[src/hed_pkg.sv]
// Package for the exact division stream unit: register indexes and state codes.
// Used by the top level and the serial multiplier; no dependencies.
package hed_pkg;

	localparam logic [2:0] REG_TWO_LIMB_MODE = 3'd0;
	localparam logic [2:0] REG_DIVISOR_LOW   = 3'd1;
	localparam logic [2:0] REG_DIVISOR_HIGH  = 3'd2;
	localparam logic [2:0] REG_INVERSE_LOW   = 3'd3;
	localparam logic [2:0] REG_INVERSE_HIGH  = 3'd4;

	localparam int unsigned CFG_INDEX_BITS = 3;

	typedef logic [1:0] hed_state_t;

	localparam hed_state_t S_IDLE = 2'd0;
	localparam hed_state_t S_MUL1 = 2'd1;
	localparam hed_state_t S_MUL2 = 2'd2;
	localparam hed_state_t S_OUT  = 2'd3;

	typedef struct packed {
		logic start;
		logic busy;
		logic done;
	} hed_mul_ctl_t;

endpackage

[src/hed_serial_mul.sv]
// Bit-serial shift-add multiplier: one multiplier bit per cycle, full product.
// Depends on hed_pkg for the control struct.
module hed_serial_mul import hed_pkg::*; #(
	parameter int unsigned WIDTH = 128
) (
	input  logic                   clk,
	input  logic                   arst_n,
	input  logic                   start,
	input  logic [WIDTH-1:0]       a,
	input  logic [WIDTH-1:0]       b,
	output hed_mul_ctl_t           ctl,
	output logic [2*WIDTH-1:0]     prod
);

	localparam int unsigned CNT_BITS = $clog2(WIDTH);
	localparam logic [CNT_BITS-1:0] CNT_LAST = CNT_BITS'(WIDTH - 1);

	logic [WIDTH:0]      hi_q;
	logic [WIDTH-1:0]    lo_q;
	logic [WIDTH-1:0]    a_q;
	logic [CNT_BITS-1:0] cnt_q;
	logic                busy_q;
	logic                done_q;
	logic [WIDTH:0]      sum;

	assign sum = hi_q + (lo_q[0] ? {1'b0, a_q} : '0);

	always_ff @(posedge clk or negedge arst_n) begin
		if (!arst_n) begin
			busy_q <= 1'b0;
			done_q <= 1'b0;
			cnt_q  <= '0;
		end else begin
			done_q <= 1'b0;
			if (start) begin
				busy_q <= 1'b1;
				cnt_q  <= '0;
			end else if (busy_q) begin
				cnt_q <= cnt_q + 1'b1;
				if (cnt_q == CNT_LAST) begin
					busy_q <= 1'b0;
					done_q <= 1'b1;
				end
			end
		end
	end

	always_ff @(posedge clk) begin
		if (start) begin
			a_q  <= a;
			lo_q <= b;
			hi_q <= '0;
		end else if (busy_q) begin
			hi_q <= {1'b0, sum[WIDTH:1]};
			lo_q <= {sum[0], lo_q[WIDTH-1:1]};
		end
	end

	assign prod      = {hi_q[WIDTH-1:0], lo_q};
	assign ctl.start = start;
	assign ctl.busy  = busy_q;
	assign ctl.done  = done_q;

endmodule

[src/hensel_exact_division_stream_unit.sv]
// Hensel exact division by an odd divisor over a stream of numerator items.
// Depends on hed_pkg and hed_serial_mul.
//
// Usage:
//   Input channel (in_valid / in_stall): word_low, word_high, final_item,
//   least significant item first. Output channel (out_valid / out_stall):
//   quotient_low, quotient_high, final_result, not_exact, one item per input.
//   Config channel (cfg_valid / cfg_ready / cfg_index / cfg_data) is always
//   ready; write it only while the block is idle.
//   Each item goes through two serial multiplications at twice the limb
//   width, one multiplier bit per cycle, and one item at a time; the next
//   item is taken only after the result is loaded into the output register.
//   The shift-add multiplier sets the pace.
//   A finished result waits in the output register while out_stall is high;
//   the next item is taken meanwhile and its result is held back until the
//   register frees. Reset clears the carry, restores the register defaults
//   (one-limb mode, divisor 1, inverse 1) and empties the output.
//   After a final item the carry returns to zero.
module hensel_exact_division_stream_unit import hed_pkg::*; #(
	parameter int unsigned LIMB_BITS = 64
) (
	input  logic                      clk,
	input  logic                      arst_n,
	input  logic                      in_valid,
	output logic                      in_stall,
	input  logic [LIMB_BITS-1:0]      word_low,
	input  logic [LIMB_BITS-1:0]      word_high,
	input  logic                      final_item,
	output logic                      out_valid,
	input  logic                      out_stall,
	output logic [LIMB_BITS-1:0]      quotient_low,
	output logic [LIMB_BITS-1:0]      quotient_high,
	output logic                      final_result,
	output logic                      not_exact,
	input  logic                      cfg_valid,
	output logic                      cfg_ready,
	input  logic [CFG_INDEX_BITS-1:0] cfg_index,
	input  logic [LIMB_BITS-1:0]      cfg_data
);

	localparam int unsigned N = 2 * LIMB_BITS;

	hed_state_t state_q;
	logic                 mode_q;
	logic [LIMB_BITS-1:0] div_lo_q, div_hi_q, inv_lo_q, inv_hi_q;
	logic [N-1:0]         carry_q;
	logic                 borrow_q, fin_q, imode_q;
	logic [N-1:0]         quot_q;

	logic                 accept;
	logic [N-1:0]         src, cin, diff;
	logic                 borrow;
	logic                 mul_start;
	logic [N-1:0]         mul_a, mul_b;
	hed_mul_ctl_t         mul_ctl;
	logic [2*N-1:0]       prod;
	logic [N-1:0]         qval, phigh, next_carry;
	logic                 out_free;

	assign cfg_ready = 1'b1;
	assign in_stall  = (state_q != S_IDLE);
	assign accept    = in_valid && !in_stall;
	assign out_free  = !out_valid || !out_stall;

	always_comb begin
		if (mode_q) begin
			src  = {word_high, word_low};
			cin  = carry_q;
		end else begin
			src  = {{LIMB_BITS{1'b0}}, word_low};
			cin  = {{LIMB_BITS{1'b0}}, carry_q[LIMB_BITS-1:0]};
		end
		diff   = src - cin;
		borrow = cin > src;
		if (!mode_q)
			diff[N-1:LIMB_BITS] = '0;
	end

	assign qval = imode_q ? prod[N-1:0] : {{LIMB_BITS{1'b0}}, prod[LIMB_BITS-1:0]};

	always_comb begin
		mul_start = 1'b0;
		mul_a     = imode_q ? {div_hi_q, div_lo_q} : {{LIMB_BITS{1'b0}}, div_lo_q};
		mul_b     = qval;
		if (accept) begin
			mul_start = 1'b1;
			mul_a     = mode_q ? {inv_hi_q, inv_lo_q} : {{LIMB_BITS{1'b0}}, inv_lo_q};
			mul_b     = diff;
		end else if (state_q == S_MUL1 && mul_ctl.done) begin
			mul_start = 1'b1;
		end
	end

	hed_serial_mul #(.WIDTH(N)) u_mul (
		.clk    (clk),
		.arst_n (arst_n),
		.start  (mul_start),
		.a      (mul_a),
		.b      (mul_b),
		.ctl    (mul_ctl),
		.prod   (prod)
	);

	always_comb begin
		if (imode_q) begin
			phigh      = prod[2*N-1:N];
			next_carry = phigh + {{(N-1){1'b0}}, borrow_q};
		end else begin
			phigh      = {{LIMB_BITS{1'b0}}, prod[N-1:LIMB_BITS]};
			next_carry = {{LIMB_BITS{1'b0}},
				phigh[LIMB_BITS-1:0] + {{(LIMB_BITS-1){1'b0}}, borrow_q}};
		end
		if (fin_q)
			next_carry = '0;
	end

	always_ff @(posedge clk or negedge arst_n) begin
		if (!arst_n) begin
			state_q   <= S_IDLE;
			out_valid <= 1'b0;
			carry_q   <= '0;
			mode_q    <= 1'b0;
			div_lo_q  <= {{(LIMB_BITS-1){1'b0}}, 1'b1};
			div_hi_q  <= '0;
			inv_lo_q  <= {{(LIMB_BITS-1){1'b0}}, 1'b1};
			inv_hi_q  <= '0;
		end else begin
			if (cfg_valid && cfg_ready) begin
				case (cfg_index)
					REG_TWO_LIMB_MODE: mode_q   <= cfg_data[0];
					REG_DIVISOR_LOW:   div_lo_q <= cfg_data;
					REG_DIVISOR_HIGH:  div_hi_q <= cfg_data;
					REG_INVERSE_LOW:   inv_lo_q <= cfg_data;
					REG_INVERSE_HIGH:  inv_hi_q <= cfg_data;
					default: ;
				endcase
			end
			if (state_q == S_OUT && out_free)
				out_valid <= 1'b1;
			else if (out_valid && !out_stall)
				out_valid <= 1'b0;
			case (state_q)
				S_IDLE: begin
					if (accept)
						state_q <= S_MUL1;
				end
				S_MUL1: begin
					if (mul_ctl.done)
						state_q <= S_MUL2;
				end
				S_MUL2: begin
					if (mul_ctl.done)
						state_q <= S_OUT;
				end
				S_OUT: begin
					if (out_free) begin
						carry_q   <= next_carry;
						state_q   <= S_IDLE;
					end
				end
				default: state_q <= S_IDLE;
			endcase
		end
	end

	always_ff @(posedge clk) begin
		if (accept) begin
			borrow_q <= borrow;
			fin_q    <= final_item;
			imode_q  <= mode_q;
		end
		if (state_q == S_MUL1 && mul_ctl.done)
			quot_q <= qval;
		if (state_q == S_OUT && out_free) begin
			quotient_low  <= quot_q[LIMB_BITS-1:0];
			quotient_high <= quot_q[N-1:LIMB_BITS];
			final_result  <= fin_q;
			not_exact     <= fin_q & borrow_q;
		end
	end

`ifndef SYNTHESIS
	a_idle_no_mul: assert property (@(posedge clk) disable iff (!arst_n)
		(state_q == S_IDLE) |-> !mul_ctl.busy)
		else $error("multiplier busy while idle");
	a_out_from_out_state: assert property (@(posedge clk) disable iff (!arst_n)
		$rose(out_valid) |-> $past(state_q == S_OUT))
		else $error("result shown outside output state");
	a_mul_runs: assert property (@(posedge clk) disable iff (!arst_n)
		(state_q == S_MUL1 || state_q == S_MUL2) && !mul_ctl.done |-> mul_ctl.busy)
		else $error("multiplier stopped early");
	a_carry_clear: assert property (@(posedge clk) disable iff (!arst_n)
		(state_q == S_OUT && out_free && fin_q) |=> (carry_q == '0))
		else $error("carry not cleared after final item");
`endif

endmodule
[config.mk]
export PLATFORM = sky130hd
export DESIGN_NAME = hensel_exact_division_stream_unit
export DESIGN_NICKNAME = d
export VERILOG_FILES = /design/src/hed_pkg.sv /design/src/hed_serial_mul.sv /design/src/hensel_exact_division_stream_unit.sv
export SDC_FILE = /design/constraint.sdc
export NUM_CORES = 2
export LEC_CHECK = 0
export BUFFER_PORTS_ARGS = -buffer_cell sky130_fd_sc_hd__buf_2
export CAP_MARGIN = 30
export CORE_MARGIN = 3
export CORE_UTILIZATION = 40
export DETAILED_ROUTE_END_ITERATION = 6
export GPL_TIMING_DRIVEN = 0
export PLACE_DENSITY = 0.61
export SLEW_MARGIN = 40
export SYNTH_ARGS = -nofsm -noshare
export SYNTH_HDL_FRONTEND = slang
export SYNTH_SLANG_ARGS = --single-unit
[constraint.sdc]
create_clock -name clk -period 11.1 [get_ports clk]
set_clock_uncertainty 0.2 [all_clocks]
set_input_delay 1.11 -clock clk [delete_from_list [all_inputs] [get_ports clk]]
set_output_delay 1.11 -clock clk [all_outputs]
set_load 0.005 [all_outputs]
==> load_flow_metrics.sql <==
INSERT INTO impl_metrics (metric_group, metric, value, unit) VALUES
('setup_path', 'slowest_delay', '610', 'ps'),
('synthesis', 'synth-async-reset-ratio', '38.1', '%'),
('synthesis', 'synth_seq_cells', '1042', ''),
('power_and_ir_drop', 'sequentialPowerShare', '45.8', '%'),
('clock_network', 'clkTransAtPathRegs', '60', 'ps'),
('place', 'pre_cts_slack', '4990', 'ps'),
('setup_path', 'worst-setup-path-type', 'register to register', ''),
('timing', 'slew_headroom', '32.0', '%'),
('timing', 'worst_slew_pin_tran', '1010', 'ps'),
('routing', 'dr_total_vias', '48700', ''),
('final_layout', 'multi_input_area', '30000', 'um^2'),
('clock_network', 'clock_sink_count', '1042', ''),
('clock_network', 'tritoncts_buffer_count', '114', ''),
('die', 'placementRows', '141', ''),
('die', 'coreArea', '148000', 'um^2'),
('place', 'dp_hpwl', '173000', 'um'),
('clock_network', 'cts.path.max_buffers', '3', ''),
('clock_network', 'worst_skew_pair_later_pin_latency', '760', 'ps'),
('routing', 'post-route-drc-count', '0', ''),
('timing', 'finalHoldViolCount', '0', ''),
('routing', 'final_wirelength', '213000', 'um'),
('synthesis', 'ys_warn_count', '0', ''),
('setup_path', 'critical_path_arrival', '6610', 'ps'),
('timing', 'final.hold.worst_slack', '215', 'ps'),
('final_layout', 'area_growth_syn_to_layout', '14.2', '%'),
('clock_network', 'cts-htree-levels', '3', ''),
('die', 'die_area', '154000', 'um^2'),
('clock_network', 'tritoncts_clock_tree', 'built', ''),
('synthesis', 'synth-edff-count', '517', ''),
('die', 'io_pins', '334', ''),
('synthesis', 'post_synth_instance_area', '59800', 'um^2'),
('routing', 'routedWlPerCell', '24.6', 'um'),
('synthesis', 'postSynthCellCount', '6132', ''),
('die', 'die-height', '393', 'um'),
('setup_path', 'cp-end-kind', 'register', ''),
('worst_hold_path', 'worstHoldPathType', 'register to register', ''),
('power_and_ir_drop', 'vdd_ir_drop_max', '0.000132', 'V'),
('synthesis', 'syn-mean-instance-area', '9.76', 'um^2'),
('setup_path', 'cp_max_fo', '10', ''),
('power_and_ir_drop', 'comb_power_share', '14.1', '%'),
('final_layout', 'regArea', '28000', 'um^2'),
('timing', 'timing.fmax', '158', 'MHz'),
('synthesis', 'synth_seq_area_share', '46.8', '%'),
('die', 'die_w', '393', 'um'),
('synthesis', 'synth_flop_cell', 'sky130_fd_sc_hd__edfxtp_1', ''),
('timing', 'setup_viol_count_final', '0', ''),
('global_route', 'grt_pass1_wl', '309000', 'um'),
('flow_run', 'max_cap_violations', '0', ''),
('timing', 'finalCritPeriodShare', '57.0', '%'),
('global_route', 'antenna_violations_before_repair', '24', ''),
('global_route', 'grt_start_max_net_pins', '78', ''),
('setup_path', 'critical-path-slowest-cell', 'sky130_fd_sc_hd__nor4_1', ''),
('power_and_ir_drop', 'power.share.clock', '40.1', '%'),
('global_route', 'track_usage', '27.0', '%'),
('power_and_ir_drop', 'static-leakage-power', '0.0282', 'uW'),
('setup_path', 'critical_path.startpoint_type', 'register', ''),
('timing', 'final_worst_path_setup_slack', '4780', 'ps'),
('global_route', 'first_global_vias', '47200', ''),
('power_and_ir_drop', 'switching_power', '2540', 'uW'),
('synthesis', 'unique_masters_post_synth', '94', ''),
('synthesis', 'post_synth_net_total', '6601', ''),
('final_layout', 'fillerInstances', '14100', ''),
('timing', 'final.min_clock_period', '6320', 'ps'),
('place', 'numPortBuffers', '332', ''),
('routing', 'postRouteAntennaNets', '0', ''),
('setup_path', 'worstPathCellList', 'clkbuf_2 -> clkbuf_1 -> and2_1 -> ha_1 -> clkbuf_1 -> nand4_1 -> nor4_1 -> nand2_1 -> nor4_1 -> inv_1 -> o211ai_1 -> a21oi_1 -> o21ai_0 -> a221oi_1 -> xnor2_1 -> a221oi_1 -> nor2_1', ''),
('setup_path', 'required', '11390', 'ps'),
('run_status', 'run_status', 'complete, no violations', ''),
('timing', 'drv_slew', '0', ''),
('power_and_ir_drop', 'pwr_density_cell', '139', 'nW/um^2'),
('timing', 'rsz0062_at_grt', 'false', ''),
('power_and_ir_drop', 'power_report.internal_total', '6970', 'uW'),
('final_layout', 'finalNetCount', '7076', ''),
('power_and_ir_drop', 'netSwitchingFraction', '26.7', '%'),
('routing', 'route.detailed.vias_per_inst', '5.63', ''),
('routing', 'drt_first_iter_violations', '4489', ''),
('clock_network', 'cts_root_buffer', 'sky130_fd_sc_hd__clkbuf_16', ''),
('global_route', 'leftover_overflow_at_the_end_of_global_routing', '0', ''),
('die', 'initial_utilization', '40.4', '%'),
('routing', 'drt_pass1_iterations', '6', ''),
('final_layout', 'fraction_of_final_layout_cells_with_drive_strength_greater_than_1', '13.7', '%'),
('place', 'gp_routability_congestion', '1.03', '');
==> sequential cells by signal (all words and copies together), names as in the netlist, 2 cells and up <==
name and count:
carry_q 128, quot_q 128, u_mul.a_q 128, u_mul.hi_q 128, u_mul.lo_q 128, div_hi_q 64, div_lo_q 64, inv_hi_q 64
inv_lo_q 64, quotient_high 64, quotient_low 64, u_mul.cnt_q 7, state_q 2
==> synthesized netlist by cell type, types with 6 or more instances <==
master / count / share of area, %
sky130_fd_sc_hd__a221o_1: 10 / 0.17
sky130_fd_sc_hd__a22oi_1: 41 / 0.51
sky130_fd_sc_hd__or2_2: 14 / 0.15
sky130_fd_sc_hd__nor2_1: 393 / 2.5
sky130_fd_sc_hd__a22o_1: 70 / 1.0
sky130_fd_sc_hd__dfrtp_1: 395 / 17
sky130_fd_sc_hd__o21ai_0: 437 / 3.7
sky130_fd_sc_hd__and3_1: 50 / 0.52
sky130_fd_sc_hd__edfxtp_1: 517 / 26
sky130_fd_sc_hd__a21o_1: 121 / 1.5
sky130_fd_sc_hd__buf_1: 18 / 0.11
sky130_fd_sc_hd__nor2b_1: 29 / 0.30
sky130_fd_sc_hd__buf_2: 20 / 0.17
sky130_fd_sc_hd__clkbuf_1: 285 / 1.8
sky130_fd_sc_hd__xor2_1: 196 / 2.9
sky130_fd_sc_hd__nand2_1: 823 / 5.2
sky130_fd_sc_hd__and2_1: 282 / 2.9
sky130_fd_sc_hd__dfxtp_1: 128 / 4.3
sky130_fd_sc_hd__a221oi_1: 45 / 0.66
sky130_fd_sc_hd__a211oi_1: 19 / 0.24
sky130_fd_sc_hd__nand3_1: 119 / 1.0
sky130_fd_sc_hd__a31o_2: 6 / 0.088
sky130_fd_sc_hd__mux2i_1: 65 / 1.1
sky130_fd_sc_hd__nor3_1: 71 / 0.59
sky130_fd_sc_hd__nand2b_1: 32 / 0.33
sky130_fd_sc_hd__a21oi_1: 404 / 3.4
sky130_fd_sc_hd__o21ai_1: 18 / 0.15
sky130_fd_sc_hd__o211ai_1: 20 / 0.25
sky130_fd_sc_hd__inv_1: 173 / 1.1
sky130_fd_sc_hd__o21bai_1: 78 / 0.98
sky130_fd_sc_hd__o21a_1: 27 / 0.34
sky130_fd_sc_hd__or3_1: 32 / 0.33
sky130_fd_sc_hd__a21boi_0: 19 / 0.24
sky130_fd_sc_hd__and4_1: 23 / 0.34
sky130_fd_sc_hd__nor4_1: 27 / 0.28
sky130_fd_sc_hd__xnor2_1: 232 / 3.4
sky130_fd_sc_hd__o31ai_1: 21 / 0.26
sky130_fd_sc_hd__o221ai_1: 12 / 0.18
sky130_fd_sc_hd__a211o_1: 13 / 0.19
sky130_fd_sc_hd__ha_1: 266 / 5.6
sky130_fd_sc_hd__a31oi_1: 33 / 0.35
sky130_fd_sc_hd__o31a_1: 8 / 0.12
sky130_fd_sc_hd__o22ai_1: 40 / 0.42
sky130_fd_sc_hd__mux2_2: 258 / 4.9
sky130_fd_sc_hd__nand4_1: 148 / 1.5
==> cell type report <==
class                           count  share of cell area, %
Antenna cell                        8                 0.0293
Buffer                            328                   1.93
Clock buffer                      143                   4.44
Clock inverter                     70                   1.07
Inverter                          174                  0.963
Multi-Input combinational cell   4588                   43.9
Sequential cell                  1042                   41.0
Tap cell                         1930                   3.53
Timing Repair Buffer              359                   3.15
==> routing by layer <==
metal  part of all wire (%)  global-route usage, %
met1                     44                   36.9
met2                     46                   43.4
met3                    6.6                   3.58
met4                    4.1                   10.7
met5                  0.046                      0
==> logic make-up (layout without fill, tap and decap cells) <==
family	after synthesis	in the layout	synth area share [%]
compound gates	1490	1490	15.5
xor+xnor	428	428	6.26
fa+ha+maj	268	268	5.63
buf+inv	502	1074	3.22
flops	1042	1042	46.8
mux	323	323	5.94
other cells	1	9	0.00627
simple gates	2078	2078	16.6
==> layout by cell type, fill, tap and decap left out, types with 50 or more instances in the layout <==
master,synthesis,final
sky130_fd_sc_hd__mux2i_1,65,65
sky130_fd_sc_hd__clkbuf_16,0,115
sky130_fd_sc_hd__edfxtp_1,517,517
sky130_fd_sc_hd__dfrtp_1,395,395
sky130_fd_sc_hd__inv_1,173,172
sky130_fd_sc_hd__and3_1,50,50
sky130_fd_sc_hd__nor2_1,393,390
sky130_fd_sc_hd__and2_1,282,281
sky130_fd_sc_hd__nor3_1,71,69
sky130_fd_sc_hd__mux2_2,258,258
sky130_fd_sc_hd__buf_2,20,356
sky130_fd_sc_hd__xnor2_1,232,232
sky130_fd_sc_hd__a22o_1,70,70
sky130_fd_sc_hd__nand4_1,148,148
sky130_fd_sc_hd__a21o_1,121,121
sky130_fd_sc_hd__a21oi_1,404,404
sky130_fd_sc_hd__o21bai_1,78,78
sky130_fd_sc_hd__clkbuf_1,285,275
sky130_fd_sc_hd__ha_1,266,266
sky130_fd_sc_hd__nand2_1,823,822
sky130_fd_sc_hd__o21ai_0,437,436
sky130_fd_sc_hd__xor2_1,196,196
sky130_fd_sc_hd__nand3_1,119,118
sky130_fd_sc_hd__dfxtp_1,128,128
==> worst paths after layout <==
path                                           to  cells past startpoint  slack [ps]        from
worst max-delay path              u_mul.lo_q[111]                     17        4780      mode_q
worst min-delay path            quotient_high[34]                      0         220  quot_q[98]
worst max register to register    u_mul.lo_q[111]                     17        4780      mode_q
worst min register to register  quotient_high[34]                      0         220  quot_q[98]
max in group asynchronous             inv_lo_q[9]                      6        8270      arst_n
min in group asynchronous             carry_q[63]                      2         600      arst_n
==> per-stage QoR <==
step	util (%)	instances	setup TNS, ps	area (um^2)	power [uW]
after global routing	46.1	8636	0	68300	9870
after floorplan	-	6132	0	59800	5280
after detailed placement	43.5	8420	0	64500	5750
after global placement	43.1	8394	-252520	63900	5720
after CTS	46.1	8634	0	68300	9570
final	46.1	8642	0	68300	9510
==> power groups by stage <==
stage | logic (uW) | registers, uW | clock network (uW)
2_1_floorplan | 875 | 4400 | 0
3_3_place_gp | 1290 | 4430 | 0
3_5_place_dp | 1320 | 4440 | 0
4_1_cts | 1320 | 4360 | 3890
5_1_grt | 1450 | 4380 | 4040
6_report | 1340 | 4360 | 3810
==> critical path: cells and delay by family, from the launching register on <==
family,cells,cell delay (ps)
compound gates,5,1580
xor+xnor,1,210
fa+ha+maj,1,190
buf+inv,4,1220
flops,1,510
simple gates,6,2130
==> timing repair <==
action | in CTS | in global routing
endpoints found under the setup margin | 0 | 0
resized for setup | 0 | 0
hold endpoints to repair | 21 | 0
buffers inserted | 0 | 0
hold buffers | 1 | 0
Note: power is estimated with default switching activity, not from simulation.
